==> src/slpp_pkg.sv <==
`timescale 1ns / 1ps
package slpp_pkg;

  // Function codes
  localparam logic [1:0] FUNC_RESTART = 2'd0;
  localparam logic [1:0] FUNC_SET     = 2'd1;
  localparam logic [1:0] FUNC_REFRESH = 2'd2;

  // Pattern codes
  localparam logic [2:0] PAT_BOOT    = 3'd0;
  localparam logic [2:0] PAT_TESTING = 3'd1;
  localparam logic [2:0] PAT_PASS    = 3'd2;
  localparam logic [2:0] PAT_FAIL    = 3'd3;
  localparam logic [2:0] PAT_HALT    = 3'd4;
  localparam logic [2:0] PAT_IDLE    = 3'd5;

  // Register map
  localparam logic REG_REFRESH_INTERVAL = 1'b0;
  localparam logic [7:0] INTERVAL_RESET = 8'd16;

  // Pattern timing, ms
  localparam int PHASE_W = 13;  // remainder estimate stays below twice the longest period
  localparam int RECIP_W = 23;

  localparam logic [PHASE_W-1:0] PASS_PERIOD = 13'd1000;
  localparam logic [PHASE_W-1:0] PASS_ON     = 13'd500;
  localparam logic [PHASE_W-1:0] FAIL_PERIOD = 13'd1400;
  localparam logic [PHASE_W-1:0] FAIL_SLOT   = 13'd100;
  localparam int                 FAIL_SLOTS  = 5;
  localparam logic [31:0]        HALT_SOLID  = 32'd5000;
  localparam logic [PHASE_W-1:0] HALT_PERIOD = 13'd2800;
  localparam logic [PHASE_W-1:0] HALT_SLOT   = 13'd80;
  localparam int                 HALT_SLOTS  = 9;
  localparam logic [PHASE_W-1:0] IDLE_PERIOD = 13'd2000;
  localparam logic [PHASE_W-1:0] IDLE_ON     = 13'd200;

  // floor(2^32 / period): quotient estimate is exact or one low
  localparam longint unsigned TWO_32 = 64'h1_0000_0000;
  localparam logic [RECIP_W-1:0] RECIP_PASS = RECIP_W'(TWO_32 / 1000);
  localparam logic [RECIP_W-1:0] RECIP_FAIL = RECIP_W'(TWO_32 / 1400);
  localparam logic [RECIP_W-1:0] RECIP_HALT = RECIP_W'(TWO_32 / 2800);
  localparam logic [RECIP_W-1:0] RECIP_IDLE = RECIP_W'(TWO_32 / 2000);

  typedef struct packed {
    logic [1:0]  func;
    logic [31:0] now_ms;
    logic [2:0]  pattern_code;
  } slpp_cmd_t;

  typedef struct packed {
    logic       led_on;
    logic       led_updated;
    logic [2:0] current_pattern;
  } slpp_res_t;

  // After the timing-state update
  typedef struct packed {
    logic        restart;
    logic        refresh;
    logic        early;
    logic [2:0]  pattern;
    logic [31:0] phase;
  } slpp_s1_t;

  // After the reciprocal multiply
  typedef struct packed {
    logic               restart;
    logic               refresh;
    logic               early;
    logic [2:0]         pattern;
    logic [RECIP_W-1:0] quot;
    logic [PHASE_W-1:0] phase_lo;
  } slpp_s2_t;

  function automatic logic [PHASE_W-1:0] period_of(input logic [2:0] pat);
    logic [PHASE_W-1:0] p;
    case (pat)
      PAT_FAIL: p = FAIL_PERIOD;
      PAT_HALT: p = HALT_PERIOD;
      PAT_IDLE: p = IDLE_PERIOD;
      default:  p = PASS_PERIOD;
    endcase
    return p;
  endfunction

  function automatic logic [RECIP_W-1:0] recip_of(input logic [2:0] pat);
    logic [RECIP_W-1:0] r;
    case (pat)
      PAT_FAIL: r = RECIP_FAIL;
      PAT_HALT: r = RECIP_HALT;
      PAT_IDLE: r = RECIP_IDLE;
      default:  r = RECIP_PASS;
    endcase
    return r;
  endfunction

endpackage

==> src/slpp_ctrl.sv <==
`timescale 1ns / 1ps
module slpp_ctrl
  import slpp_pkg::*;
(
  input  logic        clk,
  input  logic        rst,
  input  logic        cmd_valid,
  output logic        cmd_ready,
  input  slpp_cmd_t   cmd,
  input  logic [7:0]  refresh_interval_ms,
  output logic        s1_valid,
  input  logic        s1_ready,
  output slpp_s1_t    s1
);

  logic [2:0]  active_pattern;
  logic [31:0] pattern_start_ms;
  logic [31:0] last_refresh_ms;

  logic        accept;
  logic [31:0] elapsed;
  logic [31:0] since_refresh;
  logic        refresh_ok;
  logic [2:0]  pattern_next;

  assign cmd_ready     = !s1_valid || s1_ready;
  assign accept        = cmd_valid && cmd_ready;
  assign elapsed       = cmd.now_ms - pattern_start_ms;
  assign since_refresh = cmd.now_ms - last_refresh_ms;
  assign refresh_ok    = since_refresh >= {24'd0, refresh_interval_ms};

  // pattern in force once this item is done
  always_comb begin
    case (cmd.func)
      FUNC_RESTART: pattern_next = PAT_BOOT;
      FUNC_SET:     pattern_next = cmd.pattern_code;
      default:      pattern_next = active_pattern;
    endcase
  end

  always_ff @(posedge clk) begin
    if (rst) begin
      active_pattern   <= PAT_BOOT;
      pattern_start_ms <= '0;
      last_refresh_ms  <= '0;
      s1_valid         <= 1'b0;
    end else begin
      if (accept) begin
        s1_valid     <= 1'b1;
        s1.restart   <= cmd.func == FUNC_RESTART;
        s1.refresh   <= (cmd.func == FUNC_REFRESH) && refresh_ok;
        s1.early     <= elapsed < HALT_SOLID;
        s1.phase     <= (active_pattern == PAT_HALT) ? elapsed - HALT_SOLID : elapsed;
        s1.pattern   <= pattern_next;
        case (cmd.func)
          FUNC_RESTART: begin
            active_pattern   <= PAT_BOOT;
            pattern_start_ms <= cmd.now_ms;
            last_refresh_ms  <= cmd.now_ms;
          end
          FUNC_SET: begin
            if (cmd.pattern_code != active_pattern) begin
              active_pattern   <= cmd.pattern_code;
              pattern_start_ms <= cmd.now_ms;
            end
          end
          FUNC_REFRESH: begin
            if (refresh_ok) begin
              last_refresh_ms <= cmd.now_ms;
            end
          end
          default: begin
          end
        endcase
      end else if (s1_ready) begin
        s1_valid <= 1'b0;
      end
    end
  end

endmodule

==> src/slpp_phase.sv <==
`timescale 1ns / 1ps
module slpp_phase
  import slpp_pkg::*;
(
  input  logic      clk,
  input  logic      rst,
  input  logic      s1_valid,
  output logic      s1_ready,
  input  slpp_s1_t  s1,
  output logic      s2_valid,
  input  logic      s2_ready,
  output slpp_s2_t  s2
);

  logic [32+RECIP_W-1:0] product;

  assign s1_ready = !s2_valid || s2_ready;
  // phase * floor(2^32/period), upper bits are the quotient estimate
  assign product  = s1.phase * recip_of(s1.pattern);

  always_ff @(posedge clk) begin
    if (rst) begin
      s2_valid <= 1'b0;
    end else if (s1_valid && s1_ready) begin
      s2_valid    <= 1'b1;
      s2.restart  <= s1.restart;
      s2.refresh  <= s1.refresh;
      s2.early    <= s1.early;
      s2.pattern  <= s1.pattern;
      s2.quot     <= product[32+RECIP_W-1:32];
      s2.phase_lo <= s1.phase[PHASE_W-1:0];
    end else if (s2_ready) begin
      s2_valid <= 1'b0;
    end
  end

endmodule

==> src/slpp_render.sv <==
`timescale 1ns / 1ps
module slpp_render
  import slpp_pkg::*;
(
  input  logic      clk,
  input  logic      rst,
  input  logic      s2_valid,
  output logic      s2_ready,
  input  slpp_s2_t  s2,
  output logic      res_valid,
  input  logic      res_ready,
  output slpp_res_t res
);

  logic               led_level;
  logic               led_next;
  logic               pat_level;
  logic               fail_on;
  logic               halt_on;
  logic [PHASE_W-1:0] period;
  logic [PHASE_W-1:0] qm;
  logic [PHASE_W-1:0] rem_est;
  logic [PHASE_W-1:0] rem;

  assign s2_ready = !res_valid || res_ready;
  assign period   = period_of(s2.pattern);
  // only the low bits matter: the true remainder estimate is below 2^PHASE_W
  assign qm       = s2.quot[PHASE_W-1:0] * period;
  assign rem_est  = s2.phase_lo - qm;
  assign rem      = (rem_est >= period) ? rem_est - period : rem_est;

  always_comb begin
    fail_on = 1'b0;
    for (int k = 0; k < FAIL_SLOTS; k += 2) begin
      if (rem >= PHASE_W'(k * FAIL_SLOT) && rem < PHASE_W'((k + 1) * FAIL_SLOT)) begin
        fail_on = 1'b1;
      end
    end
    halt_on = 1'b0;
    for (int k = 0; k < HALT_SLOTS; k += 2) begin
      if (rem >= PHASE_W'(k * HALT_SLOT) && rem < PHASE_W'((k + 1) * HALT_SLOT)) begin
        halt_on = 1'b1;
      end
    end
    case (s2.pattern)
      PAT_BOOT:    pat_level = 1'b0;
      PAT_TESTING: pat_level = 1'b1;
      PAT_PASS:    pat_level = rem < PASS_ON;
      PAT_FAIL:    pat_level = fail_on;
      PAT_HALT:    pat_level = s2.early || halt_on;
      PAT_IDLE:    pat_level = rem < IDLE_ON;
      default:     pat_level = 1'b0;
    endcase
    if (s2.restart) begin
      led_next = 1'b0;
    end else if (s2.refresh) begin
      led_next = pat_level;
    end else begin
      led_next = led_level;
    end
  end

  always_ff @(posedge clk) begin
    if (rst) begin
      led_level <= 1'b0;
      res_valid <= 1'b0;
    end else if (s2_valid && s2_ready) begin
      led_level           <= led_next;
      res_valid           <= 1'b1;
      res.led_on          <= led_next;
      res.led_updated     <= s2.restart || s2.refresh;
      res.current_pattern <= s2.pattern;
    end else if (res_ready) begin
      res_valid <= 1'b0;
    end
  end

endmodule

==> src/status_led_pattern_player.sv <==
`timescale 1ns / 1ps
// Channel | Dir | Handshake            | Payload
// cmd     | in  | cmd_valid/cmd_ready  | slpp_cmd_t: func, now_ms, pattern_code
// res     | out | res_valid/res_ready  | slpp_res_t: led_on, led_updated, current_pattern
// apb     | in  | psel/penable/pready  | pwrite, paddr, pwdata, prdata (interval at 0x0)
//
// One item per cycle while the result side does not stall; each result is registered
// in turn through the ctrl, phase and render stages after its item is taken.
// The rate is set by the timing-state update (32-bit subtracts from the stored pattern
// start and last refresh times, and the compares on their results).
// Synchronous active-high reset: boot pattern, LED off, times zero, interval 16 ms.
// Each stage holds its item while the stage after it is full, so a stalled result
// only blocks input once all three stages are occupied.
module status_led_pattern_player
  import slpp_pkg::*;
(
  input  logic        clk,
  input  logic        rst,
  // command items
  input  logic        cmd_valid,
  output logic        cmd_ready,
  input  slpp_cmd_t   cmd,
  // result items
  output logic        res_valid,
  input  logic        res_ready,
  output slpp_res_t   res,
  // configuration
  input  logic        psel,
  input  logic        penable,
  input  logic        pwrite,
  input  logic [2:0]  paddr,
  input  logic [31:0] pwdata,
  output logic [31:0] prdata,
  output logic        pready
);

  logic [7:0] refresh_interval_ms;
  logic       cfg_write;

  logic       s1_valid;
  logic       s1_ready;
  slpp_s1_t   s1;
  logic       s2_valid;
  logic       s2_ready;
  slpp_s2_t   s2;

  // APB: zero wait states, one word register
  assign pready    = 1'b1;
  assign cfg_write = psel && penable && pwrite;
  assign prdata    = (paddr[2] == REG_REFRESH_INTERVAL) ? {24'd0, refresh_interval_ms} : 32'd0;

  always_ff @(posedge clk) begin
    if (rst) begin
      refresh_interval_ms <= INTERVAL_RESET;
    end else if (cfg_write && paddr[2] == REG_REFRESH_INTERVAL) begin
      refresh_interval_ms <= pwdata[7:0];
    end
  end

  // stage 1: pattern/start/refresh bookkeeping, elapsed time
  slpp_ctrl u_ctrl (
    .clk                 (clk),
    .rst                 (rst),
    .cmd_valid           (cmd_valid),
    .cmd_ready           (cmd_ready),
    .cmd                 (cmd),
    .refresh_interval_ms (refresh_interval_ms),
    .s1_valid            (s1_valid),
    .s1_ready            (s1_ready),
    .s1                  (s1)
  );

  // stage 2: reciprocal multiply for the period quotient
  slpp_phase u_phase (
    .clk      (clk),
    .rst      (rst),
    .s1_valid (s1_valid),
    .s1_ready (s1_ready),
    .s1       (s1),
    .s2_valid (s2_valid),
    .s2_ready (s2_ready),
    .s2       (s2)
  );

  // stage 3: remainder, pattern decode, LED level and result register
  slpp_render u_render (
    .clk       (clk),
    .rst       (rst),
    .s2_valid  (s2_valid),
    .s2_ready  (s2_ready),
    .s2        (s2),
    .res_valid (res_valid),
    .res_ready (res_ready),
    .res       (res)
  );

endmodule
==> config.mk <==
export PLATFORM = sky130hd
export DESIGN_NAME = status_led_pattern_player
export DESIGN_NICKNAME = d
export VERILOG_FILES = /design/src/slpp_pkg.sv /design/src/slpp_ctrl.sv /design/src/slpp_phase.sv /design/src/slpp_render.sv /design/src/status_led_pattern_player.sv
export SDC_FILE = /design/constraint.sdc
export NUM_CORES = 2
export LEC_CHECK = 0
export BUFFER_PORTS_ARGS = -buffer_cell sky130_fd_sc_hd__buf_2
export CORE_UTILIZATION = 45
export CTS_CLUSTER_SIZE = 25
export DETAILED_ROUTE_END_ITERATION = 7
export SLEW_MARGIN = 30
export SYNTH_ARGS = -nofsm -noshare
export SYNTH_HDL_FRONTEND = slang
export SYNTH_SLANG_ARGS = --single-unit
==> constraint.sdc <==
create_clock -name clk -period 20.2 [get_ports clk]
set_input_delay 2.02 -clock clk [delete_from_list [all_inputs] [get_ports clk]]
set_output_delay 2.02 -clock clk [all_outputs]
set_load 0.05 [all_outputs]
# Yosys cells after proc, flatten, opt, wreduce, memory -nomap -nowiden
# Index checks and enable logic that the tools add are counted.
classes:
  mul: 2
  n_mux: 29
  bitwise_logic: 2
  magnitude_cmp: 19
  n_addsub: 5
  n_reduce_logical: 34
  eq_ne: 14
op_table:
  columns: ["operator", "count"]
  rows:
  - ["32-bit one-hot mux with 2 select lines", 2]
  - ["32-bit 2-to-1 mux", 3]
  - ["23-bit one-hot mux with 3 select lines", 1]
  - ["32-bit subtractor", 2]
  - ["32-bit by 23-bit multiplier with 45-bit output", 1]
  - ["13-bit by 9-bit >= comparator with 1-bit output (second input constant)", 3]
  - ["13-bit by 9-bit < comparator with 1-bit output (second input constant)", 3]
  - ["12-bit one-hot mux with 3 select lines", 1]
  - ["32-bit by 8-bit >= comparator with 1-bit output", 1]
  - ["32-bit by 13-bit < comparator with 1-bit output (second input constant)", 1]
  - ["32-bit by 13-bit subtractor with 32-bit output (second input constant)", 1]
  - ["13-bit by 8-bit >= comparator with 1-bit output (second input constant)", 2]
  - ["13-bit by 10-bit < comparator with 1-bit output (second input constant)", 2]
  - ["13-bit by 7-bit < comparator with 1-bit output (second input constant)", 2]
  - ["13-bit by 8-bit < comparator with 1-bit output (second input constant)", 2]
  - ["1-bit 2-to-1 mux", 16]
  - ["3-bit equality test (second input constant)", 5]
  - ["1-bit logical AND", 15]
  - ["13-bit by 1-bit >= comparator with 1-bit output (second input constant)", 1]
  - ["13-bit by 10-bit >= comparator with 1-bit output (second input constant)", 1]
  - ["13-bit by 12-bit >= comparator with 1-bit output", 1]
  - ["13-bit by 12-bit multiplier with 13-bit output", 1]
  - ["13-bit 2-to-1 mux", 1]
  - ["13-bit by 12-bit subtractor with 13-bit output", 1]
  - ["18 further kinds", 36]
word_totals:
  ff_bits: 154
  in_bits: 79
  wordCells: 127
  out_inout_bits: 40

# Longest topological paths before layout
logic_depth:
  depth_word: 17
  depth_mapped: 33
  ltp_nobuf: 32

# Cells and area by module
# Synthesis repeated with hierarchy kept, for this count alone.
hier_totals:
  cells_unflattened: 3898
  hier_area_um2: 35347.7
modules_own_cells:
  columns: ["mod", "n_inst", "cells_each", "area_each_um2"]
  rows:
  - ["slpp_phase", 1, 2343, 22336.4]
  - ["slpp_ctrl", 1, 1063, 8884.8]
  - ["slpp_render", 1, 422, 3500.9]
  - ["status_led_pattern_player", 1, 70, 625.6]

# Worst setup path after synthesis
# OpenSTA, ideal clock, no wires.
synth_path:
  path_type: "reg-to-reg"
  start: "reg, netlist name u_ctrl.s1[33]"
  end: "reg, netlist name u_phase.s2[22]"
  arrival_ps: 7436
  path_buffers: 3
  required_time_ps: 19940
  setup_slack_ps: 12504
  setup_time_ps: 260
  stages_incl_launch_ff: 28
  synth_period_minus_slack_ps: 7696
  path_cell_list: "edfxtp_1 > nand2b_1 > clkbuf_1 > nor2_1 > clkbuf_1 > clkbuf_1 > nand2_1 > fa_1 > inv_1 > fa_1 > fa_1 > inv_1 > fa_1 > fa_1 > fa_1 > inv_1 > fa_1 > ha_1 > a21o_1 > a2111oi_0 > o21ai_0 > o21ai_0 > a31oi_1 > o21a_1 > o31a_1 > o41a_1 > a21oi_1 > xnor2_1"
synth_via:
  elab_chain_cells: 3
synth_rtl:
  columns: ["item", "line", "rtl"]
  rows:
  - ["3-bit equality test or 3-bit by 2-bit equality test with 1-bit output (tied branches)", "slpp_pkg.sv:88", "case (pat)"]
  - ["23-bit one-hot mux with 3 select lines (*)", "slpp_pkg.sv:88", null]
  - ["32-bit by 23-bit multiplier with 45-bit output (*)", "slpp_phase.sv:19", "assign product = s1.phase * recip_of(s1.pattern);"]
  - ["named net u_phase.product[41]", "slpp_phase.sv:15", "logic [32+RECIP_W-1:0] product;"]
# The timed path passes the listed nets; every way through them passes the cells marked *.
# A chain may end at the register's enable or synchronous reset.

# Worst setup path in the final report
layout_path:
  start: "reg, netlist name u_ctrl.s1[34]"
  end: "reg, netlist name u_phase.s2[22]"
layout_via:
  elab_chain_cells: 3
layout_rtl:
  columns: ["item", "line"]
  rows:
  - ["3-bit equality test or 3-bit by 2-bit equality test with 1-bit output (tied branches)", "slpp_pkg.sv:88"]
  - ["23-bit one-hot mux with 3 select lines (*)", "slpp_pkg.sv:88"]
  - ["32-bit by 23-bit multiplier with 45-bit output (*)", "slpp_phase.sv:19"]
  - ["named net u_phase.product[41]", "slpp_phase.sv:15"]
# Marks and branches as above.

==> flow_summary.json <==
{
  "status": "finished, final reports clean",
  "rsz0062_at_grt": "false",
  "r2r-end": "u_phase.s2[22]",
  "netlist_instances": 3444,
  "max_freq_mhz": 106,
  "rr_startpoint": "u_ctrl.s1[34]",
  "crit_arrival_ps": 9620,
  "ctsHoldBuffers": 0,
  "cts_setup_buffers": 0,
  "synth_area_leader_cell": "fa_1",
  "grt_antenna_before_repair": 0,
  "seqCellArea_mm2": 0.00374,
  "ant_nets": 0,
  "place_hpwl_um": 68100,
  "ys_seq_elements": 151,
  "multi_input_area_mm2": 0.0237,
  "slew_headroom_pct": 35.8,
  "slowest_stage": "nor3_1",
  "ys_async_sr_fraction_pct": 0,
  "finalSetupTns_ps": 0,
  "syn-mean-instance-area_um2": 9.01,
  "crit_path_frequent_cell": "fa_1",
  "critPathCaptureType": "register",
  "initial_core_util_pct": 45.8,
  "grt_max_degree": 91,
  "period_share_pct": 46.7,
  "critPathMaxStageDelay_ps": 790,
  "drt_wl_total_um": 80000,
  "drv_cap": 0,
  "clock_sink_count": 151,
  "rr_worst_depth": 26,
  "die_w_um": 265,
  "path_buf_inv": 5,
  "grt_first_pass_wirelength_um": 130000,
  "route.detailed.drc": 0,
  "worstSkewPairLatency_ps": 450,
  "drt_iter0_drc": 1606,
  "grtUsageTotal_pct": 23.9,
  "clock-root-buffer": "clkbuf_16",
  "firstDrtPassIters": 5,
  "required_ps": 20370,
  "tightest_slew_ps": 956,
  "grt_overflow": 0,
  "maxSlewViolCount": 0,
  "min-delay-start": "u_ctrl.s1[35]",
  "grt_pass1_vias": 23100,
  "pin_count": 119,
  "cp_top_family": "adder cells",
  "die_area_mm2": 0.0700,
  "ys_seq_area_share_pct": 12.1,
  "cts.repair.resized": 0,
  "ys.flop_type": "dfxtp_1",
  "final_common_cell": "inv_1",
  "worstSetupPathType": "register to register",
  "vias": 22400,
  "fin_crit_ps": 9440,
  "tritoncts": "built",
  "fin_worst_skew_ps": 10.8,
  "drive_gt1_share_pct": 4.72,
  "die_height_um": 265,
  "synth_area_leaders": "fa_1 (36%), ha_1 (11%), inv_1 (10%)",
  "synthDistinctLibCells": 102,
  "numCtsBuffers": 17,
  "core_mm2": 0.0678,
  "synth.cell_area_mm2": 0.0310,
  "hold_viol": 0,
  "port_buffers": 67,
  "synth-edff-count": 72,
  "clk_pin_slew_ps": 60,
  "wl_per_cell_um": 18.5,
  "whs_path_depth": 0,
  "fin_area_mm2": 0.0327,
  "clk_path_buf_depth": 2,
  "std_cell_rows": 95,
  "cp-start-kind": "register",
  "dpl_cell_area_mm2": 0.0321,
  "hold_end": "u_phase.s2[39]",
  "finalSetupViolations": 0,
  "worstPathMaxFanout": 65,
  "reg2reg_slack_ps": 10760,
  "place.gp.congestion": 0.937,
  "ys_warn_count": 0,
  "h-tree-depth": 4,
  "netlist.area_leader.share_pct": 35.8,
  "final_nets": 4341,
  "nFillCells": 6601,
  "layout_common_cells": "inv_1 (830), fa_1 (555), nand2_1 (308)",
  "syn2layout_area_growth_pct": 5.34,
  "hold_path_class": "register to register",
  "post_drt_via_cell_ratio": 5.18
}
[sequential cells by signal (all words and copies together), names as in the netlist]
name                     flops
u_render.led_level           1
u_phase.s2_valid             1
u_ctrl.s1_valid              1
refresh_interval_ms          8
u_phase.s2                  29
u_render.res_valid           1
u_ctrl.s1                   38
u_ctrl.pattern_start_ms     32
u_render.res                 5
u_ctrl.active_pattern        3
u_ctrl.last_refresh_ms      32
[cells by family (layout without fill, tap and decap cells)]
kind of cell	after synthesis	in the layout	synth area share (%)
AOI/OAI and AO/OA	400	400	8.81
xor gates and xnor gates	122	122	3.64
adders and majority gates	820	820	46.5
buffers and inverters	956	944	12.0
DFF	151	151	12.1
muxes	72	72	2.34
other	2	26	0.0242
and+or+nand+nor	921	921	14.7
[cell type report]
class / count / area share, %
inverters: 831 / 9.54
diodes: 1 / 0.00765
clock inverters: 12 / 0.383
multi-input cells: 2360 / 72.5
flip-flops and latches: 151 / 11.4
repair buffers: 81 / 1.46
clock buffers: 20 / 1.34
well taps: 873 / 3.34
[metal layers]
layer	share of wire (%)	vias up	track usage [%]
met5	0	-	0
met4	2.2	0	5.44
met2	47	551	39.2
li1	-	10700	-
met3	4.9	81	2.89
met1	46	11100	33.7
[cell usage after synthesis (70+ instances only)]
cell type / count
dfxtp_1: 79
a21oi_1: 100
fa_1: 555
nand2_1: 310
edfxtp_1: 72
inv_1: 830
mux2i_1: 70
nor2_1: 186
clkbuf_1: 84
ha_1: 265
nand2b_1: 86
and2_1: 80
o21ai_0: 75
xnor2_1: 78
[worst max path at each step]
stage                        from  cells after the start              to
CTS                 u_ctrl.s1[34]                     26  u_phase.s2[22]
finish              u_ctrl.s1[34]                     26  u_phase.s2[22]
detailed placement  u_ctrl.s1[34]                     26  u_phase.s2[22]
global route        u_ctrl.s1[34]                     26  u_phase.s2[22]
floorplan           u_ctrl.s1[33]                     27  u_phase.s2[22]
global placement    u_ctrl.s1[34]                     25  u_phase.s2[22]
[worst register-to-register path, stage by stage, from the launching register on]
cell and delay [ps]:
edfxtp_1 510, nor2b_1 210, nand2_2 70, buf_4 580
nand2_1 740, nand2_1 290, fa_1 510, fa_1 520
inv_1 50, fa_1 540, inv_1 70, fa_1 460
fa_1 400, fa_1 540, inv_1 60, fa_1 410
ha_1 330, nand4_1 110, nor3_1 790, nand4_1 470
a221oi_1 350, buf_2 250, o21a_1 230, o31a_1 250
o41a_1 190, a21oi_1 90, xnor2_1 160
[metrics by stage]
step | util (%) | std cells | worst slack, ps | hold WS [ps]
6_report | 48.3 | 4329 | 10760 | 436
5_1_grt | 48.3 | 4328 | 10320 | 443
2_1_floorplan | - | 3467 | 12500 | 400
4_1_cts | 48.3 | 4328 | 10760 | 440
3_5_place_dp | 47.4 | 4296 | 10780 | 424
3_3_place_gp | 47.3 | 4293 | 10360 | 403
Power is not shown: default switching activity piles up to over one toggle a cycle in this logic, so the estimate is an artifact.
